File: src/hdl/ordered_list_table_engine_assert.svh
// Assertion macros shared by the ordered list table engine.
`ifndef ORDERED_LIST_TABLE_ENGINE_ASSERT_SVH
`define ORDERED_LIST_TABLE_ENGINE_ASSERT_SVH

// Same-cycle implication, sampled on clk_i and masked during reset.
`define OLTE_ASSERT_NOW(label, ante, cons) \
  label: assert property (@(posedge clk_i) disable iff (!rst_ni) (ante) |-> (cons)) \
    else $error("ordered list table engine: same-cycle check failed");

// Next-cycle implication, sampled on clk_i and masked during reset.
`define OLTE_ASSERT_NEXT(label, ante, cons) \
  label: assert property (@(posedge clk_i) disable iff (!rst_ni) (ante) |=> (cons)) \
    else $error("ordered list table engine: next-cycle check failed");

`endif

File: src/hdl/olte_pkg.sv
// Package with constants, codes and types of the ordered list table engine.
package olte_pkg;

  localparam int CAPACITY    = 64;
  localparam int CNT_W       = $clog2(CAPACITY + 1);
  localparam int VALUE_W     = 32;
  localparam int OP_W        = 3;
  localparam int COUNT_OUT_W = 7;

  typedef enum logic [OP_W-1:0] {
    OP_HEAD_INS  = 3'd0,
    OP_TAIL_INS  = 3'd1,
    OP_ORD_INS   = 3'd2,
    OP_DROP_HEAD = 3'd3,
    OP_DROP_TAIL = 3'd4,
    OP_REMOVE    = 3'd5,
    OP_CLEAR     = 3'd6
  } olte_op_e;

  typedef enum logic [1:0] {
    STAT_DONE     = 2'd0,
    STAT_FULL     = 2'd1,
    STAT_EMPTY    = 2'd2,
    STAT_NOTFOUND = 2'd3
  } olte_status_e;

  typedef enum logic {
    ST_IDLE   = 1'b0,
    ST_COMMIT = 1'b1
  } olte_state_e;

  // Broadcast to every cell in the commit cycle.
  typedef struct packed {
    logic ins;
    logic del;
  } olte_ctrl_t;

endpackage

File: src/hdl/olte_cell.sv
// One cell of the list: holds one entry, compares it and shifts with its neighbors.
module olte_cell
  import olte_pkg::*;
(
  input  logic                      clk_i,
  input  olte_ctrl_t                ctrl_i,
  input  logic                      sel_ge_i,
  input  logic                      sel_eq_i,
  input  logic signed [VALUE_W-1:0] key_i,
  input  logic signed [VALUE_W-1:0] new_val_i,
  input  logic signed [VALUE_W-1:0] left_val_i,
  input  logic signed [VALUE_W-1:0] right_val_i,
  output logic signed [VALUE_W-1:0] val_o,
  output logic                      le_o,
  output logic                      lt_o,
  output logic                      eq_o
);

  logic signed [VALUE_W-1:0] val_q;
  logic signed [VALUE_W-1:0] val_d;

  assign le_o  = key_i <= val_q;
  assign lt_o  = key_i < val_q;
  assign eq_o  = key_i == val_q;
  assign val_o = val_q;

  // An insert loads the gap cell and pushes the cells above it one place up;
  // a removal pulls every cell from the gap upward one place down.
  always_comb begin
    val_d = val_q;
    if (ctrl_i.ins && sel_eq_i) begin
      val_d = new_val_i;
    end else if (ctrl_i.ins && sel_ge_i) begin
      val_d = left_val_i;
    end else if (ctrl_i.del && sel_ge_i) begin
      val_d = right_val_i;
    end
  end

  always_ff @(posedge clk_i) begin
    val_q <= val_d;
  end

endmodule
File: config.mk
export PLATFORM = sky130hd
export DESIGN_NAME = olte_cell
export DESIGN_NICKNAME = d
export VERILOG_FILES = /design/src/hdl/ordered_list_table_engine_assert.svh /design/src/hdl/olte_pkg.sv /design/src/hdl/olte_cell.sv
export SDC_FILE = /design/constraint.sdc
export NUM_CORES = 1
export LEC_CHECK = 0
export BUFFER_PORTS_ARGS = -buffer_cell sky130_fd_sc_hd__buf_2
export CAP_MARGIN = 20
export CORE_MARGIN = 2
export CORE_UTILIZATION = 25
export CTS_BUF_LIST = sky130_fd_sc_hd__clkbuf_16
export DETAILED_ROUTE_END_ITERATION = 8
export GPL_TIMING_DRIVEN = 0
export PLACE_DENSITY = 0.53
export SYNTH_ARGS = -nofsm -noshare
export SYNTH_HDL_FRONTEND = slang
export SYNTH_SLANG_ARGS = --single-unit
File: constraint.sdc
create_clock -name clk_i -period 3.6 [get_ports clk_i]
set_clock_uncertainty 0.1 [all_clocks]
set_input_delay 0.72 -clock clk_i [delete_from_list [all_inputs] [get_ports clk_i]]
set_output_delay 0.72 -clock clk_i [all_outputs]
set_load 0.02 [all_outputs]
After elaboration in Yosys (flattened, before gate mapping)
Cells that the tools add are included.
{"block": "word_totals", "reg_bits": 32, "in_bits": 133, "output_inout_bits": 35, "word_cells": 11}
{"block": "op_classes", "magnitude_cmp": 2, "eq_ne": 1, "mux": 3, "reduce_logical": 4}
{"cell": "$mux 32", "count": 3}
{"cell": "$eq 32x32->1", "count": 1}
{"cell": "$le 32x32->1", "count": 1}
{"cell": "$lt 32x32->1", "count": 1}
{"cell": "$logic_and 1x1->1", "count": 3}
{"cell": "$reduce_bool 3->1", "count": 1}

Logic depth before layout (Yosys ltp)
Gate-level depths: netlist of run 1.
{"block": "logic_depth", "depth_word": 4, "ltp_mapped": 8, "mapped_depth_nobuf": 8}

Worst setup path before layout of run 1
OpenSTA, ideal clock, no wires.
{"block": "synth_timing", "kind": "input to output", "from": "in key_i[18]", "to": "out le_o", "t_arrival_ns": 2.767, "t_required_ns": 2.780, "path_slack_ns": 0.013, "cell_stages": 7, "n_path_buf": 0, "cell_sequence": "ha_1 -> a21o_1 -> a221o_1 -> a221o_1 -> a2111oi_2 -> o21a_2 -> mux2_1"}
{"block": "synth_via", "elab_chain_len": 1}
{"item": "from (decl)", "line_no": "olte_cell.sv:9", "source": "input logic signed [VALUE_W-1:0] key_i,"}
{"item": "$le 32x32->1", "line_no": "olte_cell.sv:22", "source": "assign le_o = key_i <= val_q;"}
{"item": "to (decl)", "line_no": "olte_cell.sv:14", "source": "output logic le_o,"}
No other way between the ends.

Worst setup path in the final report of run 1
Same ends and word-level chain as after synthesis.

==> results of run 1 <==
-- path summary, 6_finish.rpt --
check	endpoint	slack [ns]	cells past startpoint
max	le_o	-0.03	9
min	val_o[21]	0.62	3
-- kinds of logic after synthesis --
logic type                 count (synthesis)  share of synthesized area
AOI/OAI and AO/OA                         55                      0.129
xor gates and xnor gates                   1                    0.00356
adders and majority gates                 32                      0.163
buffers and inverters                     43                     0.0657
DFF                                       32                      0.391
muxes                                     33                      0.135
and+or+nand+nor                           64                      0.113
-- worst min-delay path, cell delays in order --
cell     delay, ns
buf_2         0.07
nand2_1       0.03
o21ai_0       0.06
-- through the flow --
step | cell area, um2 | hold WS (ns) | cells | utilization | power, mW
4_1_cts | 3750 | 0.617 | 571 | 0.389 | 1.47
2_1_floorplan | 2460 | 0.807 | 260 | - | 0.757
3_3_place_gp | 3460 | 0.896 | 560 | 0.359 | 0.933
5_1_grt | 3760 | 0.629 | 571 | 0.390 | 1.55
6_report | 3760 | 0.624 | 571 | 0.390 | 1.45
3_5_place_dp | 3490 | 0.902 | 561 | 0.362 | 0.947
-- power groups by stage --
| stage | logic, mW | clock network (mW) | registers, mW |
|---|---|---|---|
| CTS | 0.472 | 0.499 | 0.496 |
| global placement | 0.430 | 0 | 0.503 |
| finish | 0.472 | 0.479 | 0.495 |
| detailed placement | 0.443 | 0 | 0.504 |
| floorplan | 0.195 | 0 | 0.562 |
| global route | 0.528 | 0.518 | 0.501 |
-- final cells by class --
type	count	area [um2]
plain buffers	10	37.5
clock buffers	5	125
clock inverters	3	42.5
fillers	1036	5880
inverters	33	124
multi-input cells	185	1400
flip-flops and latches	32	961
well taps	133	166
repair buffers	170	898
-- metal layers --
| metal | vias to the layer above | global-route usage | wire, um |
|---|---|---|---|
| li1 | 1277 | - | - |
| met1 | 1076 | 0.171 | 3270 |
| met2 | 93 | 0.253 | 3850 |
| met3 | 2 | 0.0269 | 480 |
| met4 | 0 | 0.0304 | 49 |
| met5 | - | 0 | 0 |
-- layout by cell type (no fill, tap or decap), types with 2 or more instances in the layout --
cell       instances
a221o_1            3
inv_1             33
mux2i_1           32
buf_1              3
clkbuf_16          5
ha_4               3
and4_1             2
nand4_1            5
buf_2            162
a21oi_1           11
buf_6              4
clkbuf_1           7
nor2_1             6
nand3_1            5
edfxtp_1          32
o21ai_0           34
a21o_1             4
buf_4              3
nand2_1           41
ha_1              29
-- timing repair --
| action | CTS | global route |
|---|---|---|
| hold buffers | 0 | 0 |
| pin swaps | 6 | 0 |
| setup endpoints to repair | 2 | 2 |
| resized for setup | 11 | 2 |
| buffers inserted | 2 | 0 |
==> impl_metrics.env, run 1 <==
export IMPL_crit_buf_inv=2
export IMPL_drive_above_1_share=0.429
export IMPL_slew_limit_headroom=0.407
export IMPL_die_area_um2=10600
export IMPL_cap_viol_max_count=0
export IMPL_yosysTopAreaCell="edfxtp_1"
export IMPL_cts_path_max_buffers=2
export IMPL_port_buffers=167
export IMPL_seq_power_share=0.342
export IMPL_synth_cells=260
export IMPL_p_comb_frac=0.326
export IMPL_synth_yosys_seq_area_share=0.391
export IMPL_powerDensity_nw_per_um2=385
export IMPL_path_cells="buf_6 -> ha_4 -> and3_4 -> a221o_1 -> a221o_1 -> a2111oi_2 -> o21a_2 -> mux2_4 -> buf_6"
export IMPL_synth_seq_cells=32
export IMPL_routed_via_density=4.29
export IMPL_fmax_mhz=275
export IMPL_synthDistinctLibCells=24
export IMPL_cp_arrival_ns=2.81
export IMPL_ctsHtreeMaxLevel=2
export IMPL_synth_top_cell_area_share=0.391
export IMPL_routedWlPerCell_um=13.4
export IMPL_antenna_cells=0
export IMPL_die_y_um=103
export IMPL_routed_wl_um=7650
export IMPL_final_setup_tns_ns=-0.0301
export IMPL_syn_nets=425
export IMPL_synthTopCellsByArea="edfxtp_1 39%, ha_1 16%, mux2i_1 13%"
export IMPL_crit_type="in -> out"
export IMPL_internal_power_mw=1.01
export IMPL_clock_power_share=0.331
export IMPL_leakagePower_nw=1.99
export IMPL_power_share_switching=0.302
export IMPL_largest_reg_flops=32
export IMPL_cts_tree="built"
export IMPL_tightest_slew_ns=0.890
export IMPL_synth_async_reset_ratio=0
export IMPL_crit_start="key_i[18]"
export IMPL_critPathLaunchType="primary input"
export IMPL_yosysMostFrequentCell="nand2_1"
export IMPL_core_area_um2=9640
export IMPL_synth_commonest_cells="41 x nand2_1, 34 x o21ai_0, 33 x inv_1"
export IMPL_synth_edf_count=32
export IMPL_first_iter_violations=48
export IMPL_num_vias=2448
export IMPL_cts_sinks=32
export IMPL_hold_viol=0
export IMPL_power_switching_uw=437
export IMPL_worst_slack_ns=-0.0301
export IMPL_netlist_area_um2=2460
export IMPL_drc=0
export IMPL_cp_max_fo=2
export IMPL_first_global_vias=2369
export IMPL_ys_flop_type="edfxtp_1"
export IMPL_hp_start="new_val_i[21]"
export IMPL_finalSetupViolCount=1
export IMPL_pre_cts_slack_ns=-0.297
export IMPL_cp_required_ns=2.78
export IMPL_crit_slowest_cell="a221o_1"
export IMPL_violations="setup timing"
export IMPL_dr_pass1_iters=4
export IMPL_grt_usage=0.139
export IMPL_initial_core_util=0.255
export IMPL_numCtsBuffers=5
export IMPL_grt_overflow=0
export IMPL_area_delta_synth_final_pct=52.9
export IMPL_grt_pass1_wl_um=11300
export IMPL_finalCritPeriodShare=1.01
export IMPL_synth_warning_count=0
export IMPL_hold_class="in -> reg"
export IMPL_synth_avg_cell_area_um2=9.46
export IMPL_antenna_left=0
export IMPL_num_rows=36
export IMPL_post_dp_hpwl_um=6310
export IMPL_worstSetupEndpointType="output pin"
export IMPL_vdd_drop_max_uv=234
export IMPL_status="finished with violations"
export IMPL_slew_violations=0
export IMPL_min_period_ns=3.63
export IMPL_slowest_delay_ns=0.35
export IMPL_grt_max_degree=26
export IMPL_clkSlewWorstSetupHoldPaths_ns=0.06
export IMPL_critPathTopFamily="compound AO/OA/AOI/OAI gates"
export IMPL_fp_dieW_um=103
export IMPL_pin_count=168
export IMPL_grt_setup_unrepaired="yes"
export IMPL_cts_root_buf="clkbuf_16"
export IMPL_gp_congestion=0.803
export IMPL_antenna_found_initial=0
export IMPL_fin_nets=602
Power figures use the tool's default switching activity.
==> run 2: changes to the inputs <==
--- a/config.mk
+++ b/config.mk
@@ -12,6 +12,7 @@
 export CTS_BUF_LIST = sky130_fd_sc_hd__clkbuf_16
 export DETAILED_ROUTE_END_ITERATION = 8
 export GPL_TIMING_DRIVEN = 0
+export MAX_ROUTING_LAYER = met4
 export PLACE_DENSITY = 0.53
 export SYNTH_ARGS = -nofsm -noshare
 export SYNTH_HDL_FRONTEND = slang
==> run 2 against run 1 <==
  * Non-clock buffer count unchanged
  * Via count increased by 0.25%
  * Die area unchanged
  * First-iteration DRC count increased by 8.3%
  * The run still ends with setup timing left
  * Routed wire length about the same
  * Sequential cell count unchanged
  * Final cell count unchanged
==> impl_metrics.env, run 2 (synthesis results as in run 1) <==
export IMPL_layout_common_cells="162 x buf_2, 41 x nand2_1, 34 x o21ai_0"
export IMPL_p_comb_frac=0.326
export IMPL_powerDensity_nw_per_um2=385
export IMPL_crit_type="in -> out"
export IMPL_dr_pass1_iters=4
export IMPL_cp_required_ns=2.78
export IMPL_internal_power_mw=1.01
export IMPL_cp_arrival_ns=2.81
export IMPL_area_delta_synth_final_pct=52.9
export IMPL_hold_viol=0
export IMPL_status="finished with violations"
export IMPL_min_period_ns=3.63
export IMPL_antenna_left=0
export IMPL_first_global_vias=2376
export IMPL_final_common_cell="buf_2"
export IMPL_pre_cts_slack_ns=-0.297
export IMPL_hold_buffers=0
export IMPL_cap_viol_max_count=0
export IMPL_tightest_slew_ns=0.891
export IMPL_grt_overflow=0
export IMPL_die_area_um2=10600
export IMPL_port_buffers=167
export IMPL_routedWlPerCell_um=13.4
export IMPL_core_area_um2=9640
export IMPL_hold_depth=3
export IMPL_initial_core_util=0.255
export IMPL_routed_wl_um=7650
export IMPL_seq_power_share=0.342
export IMPL_slew_violations=0
export IMPL_hold_class="in -> reg"
export IMPL_finalSetupViolCount=1
export IMPL_drc=0
export IMPL_cts_tree="built"
export IMPL_final_setup_tns_ns=-0.0301
export IMPL_final_area_um2=3760
export IMPL_violations="setup timing"
export IMPL_gp_congestion=0.814
export IMPL_clock_power_share=0.331
export IMPL_finalPower_mw=1.45
export IMPL_largest_reg_flops=32
export IMPL_cts_path_max_buffers=2
export IMPL_drive_above_1_share=0.429
export IMPL_vdd_drop_max_uv=234
export IMPL_place_area_um2=3490
export IMPL_fmax_mhz=275
export IMPL_grt_usage=0.143
export IMPL_hp_start="new_val_i[21]"
export IMPL_fillerInstances=1036
export IMPL_whs_ns=0.624
export IMPL_die_y_um=103
export IMPL_first_iter_violations=52
export IMPL_clkSlewWorstSetupHoldPaths_ns=0.06
export IMPL_cts_root_buf="clkbuf_16"
export IMPL_finalCritPeriodShare=1.01
export IMPL_cp_max_fo=2
export IMPL_power_switching_uw=438
export IMPL_fp_dieW_um=103
export IMPL_antenna_cells=0
export IMPL_numCtsBuffers=5
export IMPL_grt_pass1_wl_um=11200
export IMPL_critPathLaunchType="primary input"
export IMPL_num_rows=36
export IMPL_slew_limit_headroom=0.406
export IMPL_ctsHtreeMaxLevel=2
export IMPL_leakagePower_nw=1.99
export IMPL_fin_nets=602
export IMPL_worstSetupEndpointType="output pin"
export IMPL_worst_slack_ns=-0.0301
export IMPL_grt_max_degree=26
export IMPL_power_share_switching=0.302
export IMPL_grt_setup_unrepaired="yes"
export IMPL_min_to="val_o[21]"
export IMPL_num_vias=2454
export IMPL_pin_count=168
export IMPL_antenna_found_initial=0
export IMPL_post_dp_hpwl_um=6310
export IMPL_routed_via_density=4.30
export IMPL_cts_sinks=32
[run 2: cell counts in the layout (fill, tap and decap cells not counted)]
Identical to the previous run, type by type.
[run 2: per-layer routing]
metal  track usage  up-vias  wire, um
met5             -        -         0
met4        0.0334        0        67
met2         0.251       95      3830
met3        0.0208        4       430
met1         0.173     1078      3320
li1              -     1277         -
[run 2: cell type report]
| type | instances | area, um2 | share of cell area |
|---|---|---|---|
| Clock buffer | 5 | 125 | 0.0333 |
| Multi-Input combinational cell | 185 | 1400 | 0.374 |
| Sequential cell | 32 | 961 | 0.256 |
| Buffer | 10 | 37.5 | 0.00999 |
| Clock inverter | 3 | 42.5 | 0.0113 |
| Tap cell | 133 | 166 | 0.0443 |
| Inverter | 33 | 124 | 0.0330 |
| Timing Repair Buffer | 170 | 898 | 0.239 |
[run 2: power by group through the flow]
stage               Sequential, mW  Clock [mW]  Combinational (mW)
global placement             0.503           0               0.430
floorplan                    0.562           0               0.195
CTS                          0.496       0.499               0.472
detailed placement           0.504           0               0.443
finish                       0.495       0.480               0.472
global route                 0.501       0.515               0.528
[run 2: through the flow]
step / util / std cells
2_1_floorplan: - / 260
3_3_place_gp: 0.359 / 560
3_5_place_dp: 0.362 / 561
4_1_cts: 0.389 / 571
5_1_grt: 0.390 / 571
6_report: 0.390 / 571
[run 2: what timing repair did]
action,CTS,global route
cloned,0,0
endpoints found under the setup margin,2,2
buffers inserted,2,0
gates resized for setup,11,2
pin swaps,6,0
[run 2: worst max path at each step]
stage                    from  slack [ns]         to  depth (start not counted)
floorplan           key_i[18]        0.01       le_o                          7
global placement    ctrl_i[1]       -1.01  val_o[14]                          6
detailed placement  key_i[18]       -0.30       le_o                          9
CTS                 key_i[18]       -0.03       le_o                          9
global route        key_i[18]       -0.09       le_o                          9
finish              key_i[18]       -0.03       le_o                          9
[run 2: critical path, cell delays in order]
cell and delay [ns]:
buf_6 0.10, ha_4 0.21, and3_4 0.17, a221o_1 0.30, a221o_1 0.35, a2111oi_2 0.31
o21a_2 0.21, mux2_4 0.31, buf_6 0.14
==> run 3: changes to the inputs <==
==> constraint.sdc (replaced) <==
create_clock -name clk_i -period 3.6 [get_ports clk_i]
set_clock_uncertainty 0.1 [all_clocks]
set_input_delay 0.72 -clock clk_i [delete_from_list [all_inputs] [get_ports clk_i]]
set_output_delay 0.72 -clock clk_i [all_outputs]
set_load 0.1 [all_outputs]
==> run 3 against run 2 <==
  * The run still ends with setup timing left
  * Count of clock-buffer cells in the layout unchanged
  * Power increased by 21%
  * First-iteration DRC count decreased by 5.8%
  * Sequential share of layout area decreased by 0.44 points
  * Global-route usage decreased by 0.79 points
  * Die area unchanged
  * Core utilization increased by 0.67 points
  * Critical path depth unchanged
  * Design area increased by 1.7%
  * Critical path type unchanged
==> impl_metrics.env, run 3 (synthesis results as in run 1) <==
export IMPL_routedWlPerCell_um=13.2
export IMPL_cp_max_fo=2
export IMPL_worst_slack_ns=-0.0937
export IMPL_slowest_delay_ns=0.37
export IMPL_drive_above_1_share=0.433
export IMPL_pin_count=168
export IMPL_tightest_slew_ns=0.873
export IMPL_cts_sinks=32
export IMPL_cp_arrival_ns=2.87
export IMPL_routed_wl_um=7540
export IMPL_crit_type="in -> out"
export IMPL_num_vias=2461
export IMPL_fin_nets=603
export IMPL_finalSetupViolCount=2
export IMPL_routed_via_density=4.30
export IMPL_grt_max_degree=20
export IMPL_hold_depth=3
export IMPL_min_to="val_o[0]"
export IMPL_pre_cts_slack_ns=-0.366
export IMPL_fmax_mhz=271
export IMPL_cts_path_max_buffers=2
export IMPL_crit_slowest_cell="a221o_1"
export IMPL_path_common_cell="a221o_1"
export IMPL_grt_setup_unrepaired="yes"
export IMPL_layout_common_cells="162 x buf_2, 41 x nand2_1, 34 x o21ai_0"
export IMPL_final_area_um2=3820
export IMPL_hp_start="new_val_i[0]"
export IMPL_cts_tree="built"
export IMPL_path_cells="buf_6 -> ha_4 -> a21o_1 -> a221o_1 -> a221o_1 -> a2111oi_4 -> o21a_2 -> mux2_4 -> buf_12"
export IMPL_antenna_found_initial=0
export IMPL_slew_limit_headroom=0.418
export IMPL_cp_required_ns=2.78
export IMPL_crit_buf_inv=2
export IMPL_finalCritPeriodShare=1.03
export IMPL_clkSlewWorstSetupHoldPaths_ns=0.06
export IMPL_slew_violations=0
export IMPL_core_area_um2=9640
export IMPL_place_area_um2=3530
export IMPL_antenna_cells=0
export IMPL_ctsHtreeMaxLevel=2
export IMPL_leakagePower_nw=2.01
export IMPL_first_iter_violations=49
export IMPL_powerDensity_nw_per_um2=458
export IMPL_die_area_um2=10600
export IMPL_critPathLaunchType="primary input"
export IMPL_min_period_ns=3.69
export IMPL_critPathTopFamily="compound AO/OA/AOI/OAI gates"
export IMPL_antenna_left=0
export IMPL_numCtsBuffers=5
export IMPL_first_global_vias=2313
export IMPL_num_rows=36
export IMPL_largest_reg_flops=32
export IMPL_area_delta_synth_final_pct=55.5
export IMPL_grt_usage=0.135
export IMPL_status="finished with violations"
export IMPL_final_common_cell="buf_2"
export IMPL_drc=0
export IMPL_grt_overflow=0
export IMPL_grt_pass1_wl_um=10700
export IMPL_dr_pass1_iters=4
export IMPL_port_buffers=167
export IMPL_vdd_drop_max_uv=208
export IMPL_fp_dieW_um=103
export IMPL_hold_class="in -> reg"
export IMPL_cts_root_buf="clkbuf_16"
export IMPL_hold_buffers=0
export IMPL_violations="setup timing"
export IMPL_hold_viol=0
export IMPL_gp_congestion=0.759
export IMPL_die_y_um=103
export IMPL_fillerInstances=1023
export IMPL_post_dp_hpwl_um=6330
export IMPL_initial_core_util=0.255
export IMPL_post_route_util=0.397
export IMPL_cap_viol_max_count=0
export IMPL_worstSetupEndpointType="output pin"
==> run 3: layer usage <==
metal,GRT usage,routed length [um],up-vias
li1,-,-,1278
met1,0.164,3430,1093
met2,0.237,3710,86
met3,0.0175,334,4
met4,0.0344,60,0
met5,-,0,-
==> run 3: repair_timing <==
item,in CTS,in global routing
resized for setup,16,3
endpoints found under the hold margin,0,0
endpoints found under the setup margin,2,2
pin swaps,6,7
buffers inserted,2,1
==> run 3: per-stage QoR <==
step / std cells / power, mW / hold slack, ns / TNS [ns]
global route: 572 / 1.84 / 0.629 / -0.224
finish: 572 / 1.75 / 0.618 / -0.109
CTS: 571 / 1.77 / 0.611 / -0.340
global placement: 560 / 1.28 / 0.896 / -35.66
floorplan: 260 / 1.10 / 0.807 / -0.523
detailed placement: 561 / 1.29 / 0.900 / -0.693
==> run 3: worst max-delay path by stage <==
stage                 to  slack (ns)       from  cells past startpoint
2_1_floorplan       le_o       -0.33  val_o[18]                      8
3_3_place_gp   val_o[16]       -1.09  ctrl_i[1]                      6
3_5_place_dp        le_o       -0.37  key_i[19]                      9
4_1_cts             le_o       -0.21  key_i[18]                      9
5_1_grt             le_o       -0.15  key_i[18]                      9
6_report            le_o       -0.09  key_i[18]                      9
==> run 3: area by class of cell <==
class	instances	area [um2]	share of cell area
well taps	133	166	0.0435
plain buffers	10	37.5	0.00982
clock buffers	5	125	0.0327
inverters	33	124	0.0324
multi-input cells	185	1440	0.378
repair buffers	171	947	0.248
flip-flops and latches	32	961	0.251
clock inverters	3	18.8	0.00491
==> run 3: power breakdown <==
part	total, mW	switching, mW	internal [mW]	leakage (nW)
logic	0.849	0.602	0.247	1.63
registers	0.493	0.0223	0.471	0.310
clock network	0.409	0.156	0.253	0.0635
